`config.mk`:
```
export PLATFORM = sky130hd
export DESIGN_NAME = gsuf_div
export DESIGN_NICKNAME = d
export VERILOG_FILES = /design/src/gsuf_pkg.sv /design/src/gsuf_div.sv
export SDC_FILE = /design/constraint.sdc
export NUM_CORES = 1
export LEC_CHECK = 0
export BUFFER_PORTS_ARGS = -buffer_cell sky130_fd_sc_hd__buf_2
export CAP_MARGIN = 10
export CORE_UTILIZATION = 50
export CTS_CLUSTER_SIZE = 12
export DETAILED_ROUTE_END_ITERATION = 8
export PLACE_DENSITY = 0.73
export SETUP_SLACK_MARGIN = 0.2
export SYNTH_ARGS = -nofsm -noshare
export SYNTH_HDL_FRONTEND = slang
export SYNTH_SLANG_ARGS = --single-unit
```
`constraint.sdc`:
```
create_clock -name clk_i -period 8.5 [get_ports clk_i]
set_input_delay 1.275 -clock clk_i [delete_from_list [all_inputs] [get_ports clk_i]]
set_output_delay 1.275 -clock clk_i [all_outputs]
set_load 0.005 [all_outputs]
```
`src/gsuf_pkg.sv`:
```
// shared types and constants for the graph segment union-find engine
`default_nettype none
package gsuf_pkg;

  localparam int unsigned VertexBits = 16;
  localparam int unsigned Depth      = 1 << VertexBits;
  localparam int unsigned SizeBits   = 17;
  localparam int unsigned RankBits   = 5;
  localparam int unsigned ThrBits    = 24;
  localparam int unsigned WeightBits = 18;

  localparam logic [SizeBits-1:0] SizeMax  = '1;
  localparam logic [RankBits-1:0] RankMax  = '1;
  localparam logic [ThrBits-1:0]  ThrMax   = '1;
  localparam logic [SizeBits-1:0] SetReset = SizeBits'(Depth);

  typedef enum logic [1:0] {
    ACT_SEGMENT = 2'd0,
    ACT_SMALL   = 2'd1,
    ACT_QUERY   = 2'd2,
    ACT_SPARE   = 2'd3
  } action_e;

  typedef enum logic [0:0] {
    REG_MERGE_CONST = 1'b0,
    REG_MIN_SIZE    = 1'b1
  } reg_idx_e;

  typedef struct packed {
    logic [1:0]            action;
    logic [VertexBits-1:0] vertex_a;
    logic [VertexBits-1:0] vertex_b;
    logic [WeightBits-1:0] edge_weight;
  } in_item_t;

  typedef struct packed {
    logic                  merged;
    logic [VertexBits-1:0] label;
    logic [SizeBits-1:0]   segment_size;
    logic [SizeBits-1:0]   set_count;
  } out_item_t;

  // one vertex entry of the forest: parent, rank, size
  typedef struct packed {
    logic [VertexBits-1:0] parent;
    logic [RankBits-1:0]   rank;
    logic [SizeBits-1:0]   size;
  } node_t;

  // threshold entry with its written mark
  typedef struct packed {
    logic               written;
    logic [ThrBits-1:0] thr;
  } thr_ent_t;

  typedef enum logic [4:0] {
    ST_CLEAR, ST_IDLE,
    ST_FA_RD, ST_FA_WT, ST_FA_STEP, ST_FA_FIX,
    ST_FB_RD, ST_FB_WT, ST_FB_STEP, ST_FB_FIX,
    ST_RA_RD, ST_RA_WT, ST_RB_RD, ST_RB_WT,
    ST_JOIN, ST_DIV, ST_THR_WR, ST_LBL_RD, ST_LBL_WT, ST_OUT
  } state_e;

endpackage
`default_nettype wire

```
`src/gsuf_div.sv`:
```
// restoring divider, one quotient bit per cycle
`default_nettype none
module gsuf_div (
  input  wire logic                         clk_i,
  input  wire logic                         rst_ni,
  input  wire logic                         start_i,
  input  wire logic [gsuf_pkg::ThrBits-1:0] num_i,
  input  wire logic [gsuf_pkg::SizeBits-1:0] den_i,
  output logic                              done_o,
  output logic      [gsuf_pkg::ThrBits-1:0] quo_o
);
  import gsuf_pkg::*;

  localparam int unsigned CntBits = $clog2(ThrBits + 1);

  logic [ThrBits-1:0]  num_q, num_d;
  logic [SizeBits-1:0] den_q, den_d;
  logic [SizeBits:0]   rem_q, rem_d;
  logic [CntBits-1:0]  cnt_q, cnt_d;
  logic                busy_q, busy_d;
  logic [SizeBits:0]   trial;

  always_comb begin
    num_d  = num_q;
    den_d  = den_q;
    rem_d  = rem_q;
    cnt_d  = cnt_q;
    busy_d = busy_q;
    trial  = {rem_q[SizeBits-1:0], num_q[ThrBits-1]};
    if (start_i) begin
      num_d  = num_i;
      den_d  = den_i;
      rem_d  = '0;
      cnt_d  = CntBits'(ThrBits);
      busy_d = 1'b1;
    end else if (busy_q) begin
      if (trial >= {1'b0, den_q}) begin
        rem_d = trial - {1'b0, den_q};
        num_d = {num_q[ThrBits-2:0], 1'b1};
      end else begin
        rem_d = trial;
        num_d = {num_q[ThrBits-2:0], 1'b0};
      end
      cnt_d = cnt_q - 1'b1;
      if (cnt_q == CntBits'(1)) begin
        busy_d = 1'b0;
      end
    end
  end

  always_ff @(posedge clk_i or negedge rst_ni) begin
    if (!rst_ni) begin
      busy_q <= 1'b0;
      cnt_q  <= '0;
    end else begin
      busy_q <= busy_d;
      cnt_q  <= cnt_d;
    end
  end

  always_ff @(posedge clk_i) begin
    num_q <= num_d;
    den_q <= den_d;
    rem_q <= rem_d;
  end

  assign done_o = !busy_q && !start_i;
  assign quo_o  = num_q;
endmodule
`default_nettype wire

```
==> results.sh, run 1 <==
export IMPL_synth_cell_types=43
export IMPL_synth_seq_cells=64
export IMPL_utilization_pct=61.3
export IMPL_synth_top_area_share_pct=36.7
export IMPL_postCtsSetupBuffers=0
export IMPL_cts_tree="done"
export IMPL_ios=69
export IMPL_area_delta_synth_final_pct=17.3
export IMPL_cts_root_buffer="clkbuf_8"
export IMPL_rsz0062_at_grt="false"
export IMPL_final_common_cell="buf_2"
export IMPL_post_cts_resized=0
export IMPL_power_density_mw_per_mm2=187
export IMPL_gp_congestion=0.844
export IMPL_cts_max_path_buffers=2
export IMPL_min_period_ns=3.47
export IMPL_drv_slew=0
export IMPL_fillCellCount=522
export IMPL_violations="DRC"
export IMPL_dieArea_mm2=0.00704
export IMPL_nNetsFinal=424
export IMPL_final_seq_area_mm2=0.00172
export IMPL_critPathLaunchType="flip-flop"
export IMPL_cp_arrival_ns=3.72
export IMPL_worst_pin_slew_ns=1.11
export IMPL_critPathMaxFanout=28
export IMPL_synth_nets=355
export IMPL_drcViolationCount=2
export IMPL_seq_area_frac_synth_pct=51.3
export IMPL_max_freq_ghz=0.288
export IMPL_coreArea_mm2=0.00642
export IMPL_synth_area_leaders="edfxtp_1, dfxtp_1, mux2_2"
export IMPL_fp_dieH_um=83.9
export IMPL_ir_drop_v=0.000127
export IMPL_dp_hpwl_um=4700
export IMPL_timing_setup_tns_ns=0
export IMPL_die_x_um=83.9
export IMPL_hold_path_class="reg2reg"
export IMPL_synthArstFlopShare_pct=9.38
export IMPL_skew_ns=0.00857
export IMPL_avgViaCountPerCell=5.45
export IMPL_holdCritStartpoint="rem_q[1]"
export IMPL_status="complete, but fails checks"
export IMPL_layout_drive_gt1_share_pct=30.7
export IMPL_dr_pass1_iters=7
export IMPL_diodes=0
export IMPL_max_slew_margin_pct=26.1
export IMPL_r2r_slack_ns=5.03
export IMPL_drt_iter0_drc=204
export IMPL_holdPathEnd="rem_q[1]"
export IMPL_synth_flop_cell="edfxtp_1"
export IMPL_avgSynthCellArea_um2=11.5
export IMPL_grt_pass1_wl_um=11200
export IMPL_wirelength_um=6750
export IMPL_synth_warnings=0
export IMPL_total_power_mw=0.734
export IMPL_reg2reg_depth=11
export IMPL_r2r_start="quo_o[23]"
export IMPL_cts_sinks=64
export IMPL_floorplan_rows=29
export IMPL_multi_input_area_mm2=0.00149
export IMPL_grt_max_degree=53
export IMPL_start_util_pct=52.2
export IMPL_ant_nets=0
export IMPL_worst_setup_path_type="reg2reg"
export IMPL_setup_viol=0
export IMPL_grtUsageTotal_pct=20.5
export IMPL_fin_crit_sh_pct=40.8
export IMPL_cts_made_buffers=9
export IMPL_syn_inst=291
export IMPL_hold_depth=2
export IMPL_finalHoldViolCount=0
export IMPL_cp_end_kind="flip-flop"
export IMPL_clk_latency_ns=0.33
export IMPL_htree_levels=3
export IMPL_mostFrequentLayoutCells="buf_2, edfxtp_1, mux2_2"
export IMPL_vias=2409
export IMPL_yosys_area_top_type="edfxtp_1"
export IMPL_clkTransAtPathRegs_ns=0.07
export IMPL_postCtsHoldBufs=0
export IMPL_grt_remaining_overflow=0
export IMPL_antenna_found_initial=0
export IMPL_wl_per_cell_um=15.3
export IMPL_port_buffers=68
export IMPL_grt_pass1_vias=2417
export IMPL_leakage_nw=1.73
export IMPL_worstReg2RegEnd="rem_q[5]"
export IMPL_synth_area_mm2=0.00335
export IMPL_max_cap_viol_count=0
export IMPL_synth_edf_count=41
export IMPL_critPathRequiredTime_ns=8.75
cell families (layout without fill, tap and decap cells):
kind of cell | after synthesis | after routing | synth area share (%)
compound gates | 59 | 59 | 12.5
buf+inv | 34 | 108 | 4.36
simple gates | 68 | 68 | 10.2
xor+xnor | 18 | 18 | 4.70
flops | 64 | 64 | 51.3
mux | 28 | 28 | 9.21
fa+ha+maj | 20 | 20 | 7.68
critical path, cell delays in order (launching register included):
cell and delay [ns]:
edfxtp_1 0.41, inv_1 0.08, ha_1 0.17, inv_1 0.06
fa_1 0.39, a21o_1 0.22, a221oi_2 0.36, o21ai_2 0.15
a221oi_2 0.35, o211a_1 0.77, mux2i_1 0.17, a211oi_1 0.25
how the worst max path moves through the flow:
stage,start,endpoint,slack (ns)
4_1_cts,quo_o[23],rem_q[5],5.06
3_5_place_dp,start_i,done_o,5.09
2_1_floorplan,start_i,done_o,5.18
3_3_place_gp,start_i,done_o,5.08
5_1_grt,quo_o[23],rem_q[5],4.77
6_report,quo_o[23],rem_q[5],5.03
area by class of cell:
class	count	share of cell area, %
clock inverter	7	1.78
inverter	22	2.10
multi-input combinational	193	37.8
clock buffer	9	3.15
tap	77	2.45
timing repair buffer	70	9.03
sequential	64	43.7
layer usage:
| metal | part of all wire, % | global-route usage (%) | up-vias |
|---|---|---|---|
| li1 | - | - | 1212 |
| met4 | 2.3 | 9.87 | 0 |
| met3 | 5.2 | 4.25 | 14 |
| met5 | 0 | 0 | - |
| met1 | 48 | 27.6 | 1105 |
| met2 | 45 | 31.7 | 78 |
where the power goes:
part           leakage (nW)  internal [mW]  total [mW]  switching, mW
Clock                0.0913          0.135       0.258          0.122
Sequential            0.626          0.358       0.372         0.0139
Combinational          1.01         0.0516       0.104         0.0523
Total                  1.73          0.545       0.734          0.189
registers in the layout, summed over array words and instances, names as in the netlist:
register,count
busy_q,1
den_q,17
quo_o,24
rem_q,17
cnt_q,5
cell usage after synthesis, types with 4 or more instances:
master    number
edfxtp_1      41
mux2_2        23
inv_1         22
ha_1          19
nand2_1       19
dfxtp_1       17
a21oi_1       13
nor2_1        12
nand3_1       10
clkbuf_1       9
xnor2_1        9
xor2_1         9
nand2b_1       8
o21ai_0        8
o311ai_0       7
a21o_1         6
a32oi_1        6
dfrtp_1        6
mux2i_1        5
a211oi_1       4
and3_1         4
per-stage QoR:
stage          area, um2  hold slack [ns]  cells  setup slack (ns)
6_report            3940            0.481    442              5.03
5_1_grt             3940            0.507    442              4.77
4_1_cts             3940            0.478    442              5.06
3_5_place_dp        3740            0.466    426              5.09
3_3_place_gp        3740            0.463    426              5.08
2_1_floorplan       3350            0.437    291              5.18
Note: power is estimated with default switching activity, not from simulation.
==> inputs of run 2 (changes only) <==
==> constraint.sdc (replaced) <==
create_clock -name clk_i -period 3.2 [get_ports clk_i]
set_input_delay 0.48 -clock clk_i [delete_from_list [all_inputs] [get_ports clk_i]]
set_output_delay 0.48 -clock clk_i [all_outputs]
set_load 0.005 [all_outputs]
==> results.sh, run 2 (synthesis results as in run 1) <==
export IMPL_nNetsFinal=435
export IMPL_cts_max_path_buffers=2
export IMPL_fin_crit_sh_pct=89.3
export IMPL_drv_slew=0
export IMPL_drt_iter0_drc=109
export IMPL_grt_pass1_vias=2406
export IMPL_clkTransAtPathRegs_ns=0.08
export IMPL_dp_cells=431
export IMPL_reg2reg_depth=12
export IMPL_rsz0062_at_grt="true"
export IMPL_p_int_mw=1.38
export IMPL_min_period_ns=2.86
export IMPL_cts_sinks=64
export IMPL_finalHoldViolCount=0
export IMPL_drcViolationCount=1
export IMPL_cp_end_kind="flip-flop"
export IMPL_preCtsSetupSlack_ns=0.174
export IMPL_r2r_slack_ns=0.34
export IMPL_layout_drive_gt1_share_pct=33.8
export IMPL_avgViaCountPerCell=5.49
export IMPL_htree_levels=3
export IMPL_switching_share_pct=27.0
export IMPL_clk_latency_ns=0.34
export IMPL_place_area_mm2=0.00378
export IMPL_max_cap_viol_count=0
export IMPL_use_met2_pct=31.1
export IMPL_critPathRequiredTime_ns=3.40
export IMPL_vias=2487
export IMPL_start_util_pct=52.2
export IMPL_dr_pass1_iters=6
export IMPL_seq_power_share_pct=52.4
export IMPL_worstReg2RegEnd="rem_q[5]"
export IMPL_leakage_nw=1.78
export IMPL_status="complete, but fails checks"
export IMPL_grtUsageTotal_pct=20.7
export IMPL_ant_nets=0
export IMPL_die_x_um=83.9
export IMPL_timing_setup_tns_ns=0
export IMPL_cts_tree="done"
export IMPL_diodes=0
export IMPL_port_buffers=68
export IMPL_wirelength_um=6860
export IMPL_dieArea_mm2=0.00704
export IMPL_crit_end="rem_q[5]"
export IMPL_setup_viol=0
export IMPL_cp_arrival_ns=3.06
export IMPL_mostFrequentLayoutCells="buf_2, edfxtp_1, mux2_2"
export IMPL_power_density_mw_per_mm2=467
export IMPL_largest_register_ffs=24
export IMPL_fin_hold_ws_ns=0.308
export IMPL_cts_made_buffers=9
export IMPL_grt_use_met3_pct=4.55
export IMPL_critPathLaunchType="flip-flop"
export IMPL_p_switching_mw=0.511
export IMPL_worst_setup_path_type="reg2reg"
export IMPL_antenna_found_initial=0
export IMPL_max_freq_ghz=0.350
export IMPL_combPwrFrac_pct=15.2
export IMPL_dp_hpwl_um=4770
export IMPL_hold_path_class="in2reg"
export IMPL_floorplan_rows=29
export IMPL_utilization_pct=63.0
export IMPL_violations="DRC"
export IMPL_max_slew_margin_pct=58.9
export IMPL_grt_remaining_overflow=0
export IMPL_holdCritStartpoint="den_i[10]"
export IMPL_total_power_mw=1.89
export IMPL_coreArea_mm2=0.00642
export IMPL_met1_usage_pct=28.4
export IMPL_grt_max_degree=52
export IMPL_cts_root_buffer="clkbuf_8"
export IMPL_ios=69
export IMPL_stdcell_count=453
export IMPL_area_delta_synth_final_pct=20.6
export IMPL_grt_most_used_layer="met2"
export IMPL_wl_per_cell_um=15.1
export IMPL_r2r_start="quo_o[23]"
export IMPL_final_common_cell="buf_2"
export IMPL_final_area_mm2=0.00405
export IMPL_worst_pin_slew_ns=0.617
export IMPL_finalWorstSetupSlack_ns=0.343
export IMPL_ir_drop_v=0.000271
export IMPL_fp_dieH_um=83.9
export IMPL_skew_ns=0.0102
export IMPL_gp_congestion=0.850
export IMPL_grt_pass1_wl_um=11300
export IMPL_pwr_share_clk_pct=32.4
export IMPL_crit_path_start="quo_o[23]"
export IMPL_critPathMaxFanout=9
## run 2: how the worst min path moves through the flow
stage	to	slack, ns	cells past startpoint
2_1_floorplan	busy_q	0.18	0
3_3_place_gp	cnt_q[0]	0.31	1
3_5_place_dp	cnt_q[1]	0.31	1
4_1_cts	den_q[8]	0.30	1
5_1_grt	den_q[8]	0.30	1
6_report	den_q[10]	0.31	1
## run 2: cell type report
type	count	area [um2]
tap	77	96.3
multi-input combinational	193	1510
fill	546	2380
clock buffer	9	124
inverter	22	82.6
clock inverter	7	47.5
sequential	64	1720
timing repair buffer	81	460
## run 2: repair_timing
item / CTS / global route
pin swaps: 1 / 5
endpoints found under the hold margin: 6 / 0
endpoints found under the setup margin: 4 / 13
resized for setup: 0 / 9
hold buffers: 1 / 0
buffers inserted: 1 / 4
## run 2: power groups by stage
stage	Clock, mW	Sequential (mW)	Combinational [mW]
after floorplan	0	1.00	0.175
after global placement	0	1.01	0.272
after detailed placement	0	1.01	0.275
after CTS	0.634	0.990	0.278
after global routing	0.657	0.999	0.318
final	0.612	0.989	0.287
## run 2: worst max-delay path: stages (launching register included)
cell and delay, ns:
edfxtp_1 0.41, inv_1 0.08, ha_2 0.18, inv_2 0.04, fa_2 0.34, a21o_1 0.20
a221oi_4 0.35, o21ai_4 0.11, a221oi_2 0.30, o211a_1 0.27, buf_6 0.16, mux2i_1 0.19
a211oi_1 0.08
## run 2: metal layers
metal	vias up	share of wire, %
met2	85	45
met1	1154	47
met3	13	5.9
met4	0	2.1
met5	-	0
li1	1235	-
==> inputs of run 3 (changes only) <==
--- a/config.mk
+++ b/config.mk
@@ -7,6 +7,7 @@
 export LEC_CHECK = 0
 export BUFFER_PORTS_ARGS = -buffer_cell sky130_fd_sc_hd__buf_2
 export CAP_MARGIN = 10
+export CORE_ASPECT_RATIO = 2
 export CORE_UTILIZATION = 50
 export CTS_CLUSTER_SIZE = 12
 export DETAILED_ROUTE_END_ITERATION = 8
==> results.sh, run 3 (synthesis results as in run 1) <==
export IMPL_r2r_start="quo_o[23]"
export IMPL_power_density_mw_per_mm2=546
export IMPL_reg2reg_depth=13
export IMPL_skew_ns=0.00809
export IMPL_holdPathEnd="den_q[10]"
export IMPL_max_cap_viol_count=0
export IMPL_die_x_um=59.9
export IMPL_grt_max_degree=26
export IMPL_port_buffers=68
export IMPL_fillCellCount=518
export IMPL_holdCritStartpoint="den_i[10]"
export IMPL_drv_slew=0
export IMPL_min_period_ns=2.92
export IMPL_diodes=0
export IMPL_layout_drive_gt1_share_pct=34.7
export IMPL_clk_latency_ns=0.34
export IMPL_wirelength_um=7570
export IMPL_max_freq_ghz=0.342
export IMPL_worstReg2RegEnd="rem_q[13]"
export IMPL_worst_setup_path_type="reg2reg"
export IMPL_r2r_slack_ns=0.28
export IMPL_ios=69
export IMPL_cp_arrival_ns=3.13
export IMPL_crit_path_start="quo_o[23]"
export IMPL_hold_depth=1
export IMPL_cts_tree="done"
export IMPL_grt_pass1_wl_um=12200
export IMPL_grtUsageTotal_pct=24.0
export IMPL_crit_slowest_cell="edfxtp_1"
export IMPL_finalHoldViolCount=0
export IMPL_hold_path_class="in2reg"
export IMPL_start_util_pct=52.3
export IMPL_area_delta_synth_final_pct=26.7
export IMPL_worst_pin_slew_ns=0.628
export IMPL_drt_iter0_drc=189
export IMPL_dieArea_mm2=0.00706
export IMPL_coreArea_mm2=0.00641
export IMPL_utilization_pct=66.3
export IMPL_fin_crit_sh_pct=91.3
export IMPL_drcViolationCount=0
export IMPL_critPathRequiredTime_ns=3.41
export IMPL_largest_register_ffs=24
export IMPL_clkTransAtPathRegs_ns=0.06
export IMPL_cts_max_path_buffers=2
export IMPL_fp_dieH_um=118
export IMPL_critPathLaunchType="flip-flop"
export IMPL_ant_nets=0
export IMPL_timing_setup_tns_ns=0
export IMPL_path_buf_inv=4
export IMPL_dr_pass1_iters=4
export IMPL_mostFrequentLayoutCells="buf_2, edfxtp_1, mux2_2"
export IMPL_critPathMaxFanout=9
export IMPL_cts_sinks=64
export IMPL_cts_root_buffer="clkbuf_16"
export IMPL_cp_end_kind="flip-flop"
export IMPL_timing_critical_path_cells="inv_1 > ha_2 > inv_2 > fa_2 > a21o_1 > a221oi_2 > o21ai_2 > a221oi_2 > o211a_2 > buf_4 > clkbuf_16 > or4_1 > o21ai_1"
export IMPL_leakage_nw=1.89
export IMPL_cpPeakStageDelay_ns=0.41
export IMPL_max_slew_margin_pct=58.0
export IMPL_gp_congestion=0.939
export IMPL_cp_top_family="compound AO/OA/AOI/OAI gates"
export IMPL_antenna_found_initial=0
export IMPL_nNetsFinal=442
export IMPL_floorplan_rows=41
export IMPL_wl_per_cell_um=16.1
export IMPL_vias=2631
export IMPL_avgViaCountPerCell=5.61
export IMPL_rsz0062_at_grt="true"
export IMPL_dp_hpwl_um=5520
export IMPL_grt_pass1_vias=2642
export IMPL_setup_viol=0
export IMPL_cts_made_buffers=9
export IMPL_cpMostUsedCell="a221oi_2"
export IMPL_htree_levels=3
export IMPL_ir_drop_v=0.000370
export IMPL_final_common_cell="buf_2"
export IMPL_grt_remaining_overflow=0
export IMPL_status="complete, no violations"
## run 3: cell types whose count changed in the layout (fill, tap and decap cells not counted), moves of 2 or more
cell,previous run,this run
clkinv_1,1,3
buf_4,9,16
clkinv_2,2,0
clkbuf_16,0,10
clkbuf_8,9,0
bufinv_16,0,2
clkinv_4,2,0
## run 3: timing repair
action	in CTS	in global routing
hold buffers	1	0
setup endpoints to repair	6	18
gates resized for setup	1	11
pin swaps	1	5
cloned	0	1
endpoints found under the hold margin	6	0
setup buffers	1	10
## run 3: cell type report
type,count,area (um2),share of cell area [%]
sequential,64,1720,40.5
multi-input combinational,193,1500,35.3
timing repair buffer,88,527,12.4
clock buffer,9,225,5.30
tap,86,108,2.53
clock inverter,7,86.3,2.03
inverter,22,82.6,1.94
## run 3: layer usage
layer | vias to the layer above | GRT usage [%] | routed length (um) | part of all wire [%]
met4 | 0 | 14.4 | 299 | 4.0
li1 | 1249 | - | - | -
met3 | 22 | 5.93 | 397 | 5.2
met2 | 99 | 40.8 | 4200 | 55
met1 | 1261 | 25.2 | 2670 | 35
met5 | - | 0 | 0 | 0
## run 3: stage by stage
stage               hold slack [ns]  setup WS, ns  instances  total power, mW  area [um2]
CTS                           0.310         0.221        458             2.32        4120
floorplan                     0.184         0.398        291             1.18        3350
global placement              0.311         0.280        440             1.29        3790
global route                  0.308        0.0889        469             2.40        4250
finish                        0.314         0.277        469             2.32        4250
detailed placement            0.311         0.165        440             1.29        3790
## run 3: worst max path at each step
stage,cells after the start,to
2_1_floorplan,13,rem_q[1]
3_3_place_gp,12,rem_q[1]
3_5_place_dp,12,rem_q[15]
4_1_cts,12,rem_q[15]
5_1_grt,12,rem_q[6]
6_report,13,rem_q[13]
## run 3: where the power goes
group          total, mW  switching, mW  leakage [nW]  internal, mW
registers          0.992         0.0380         0.626         0.954
logic              0.300          0.149          1.12         0.151
clock network       1.03          0.353         0.144         0.672
total               2.32          0.540          1.89          1.78
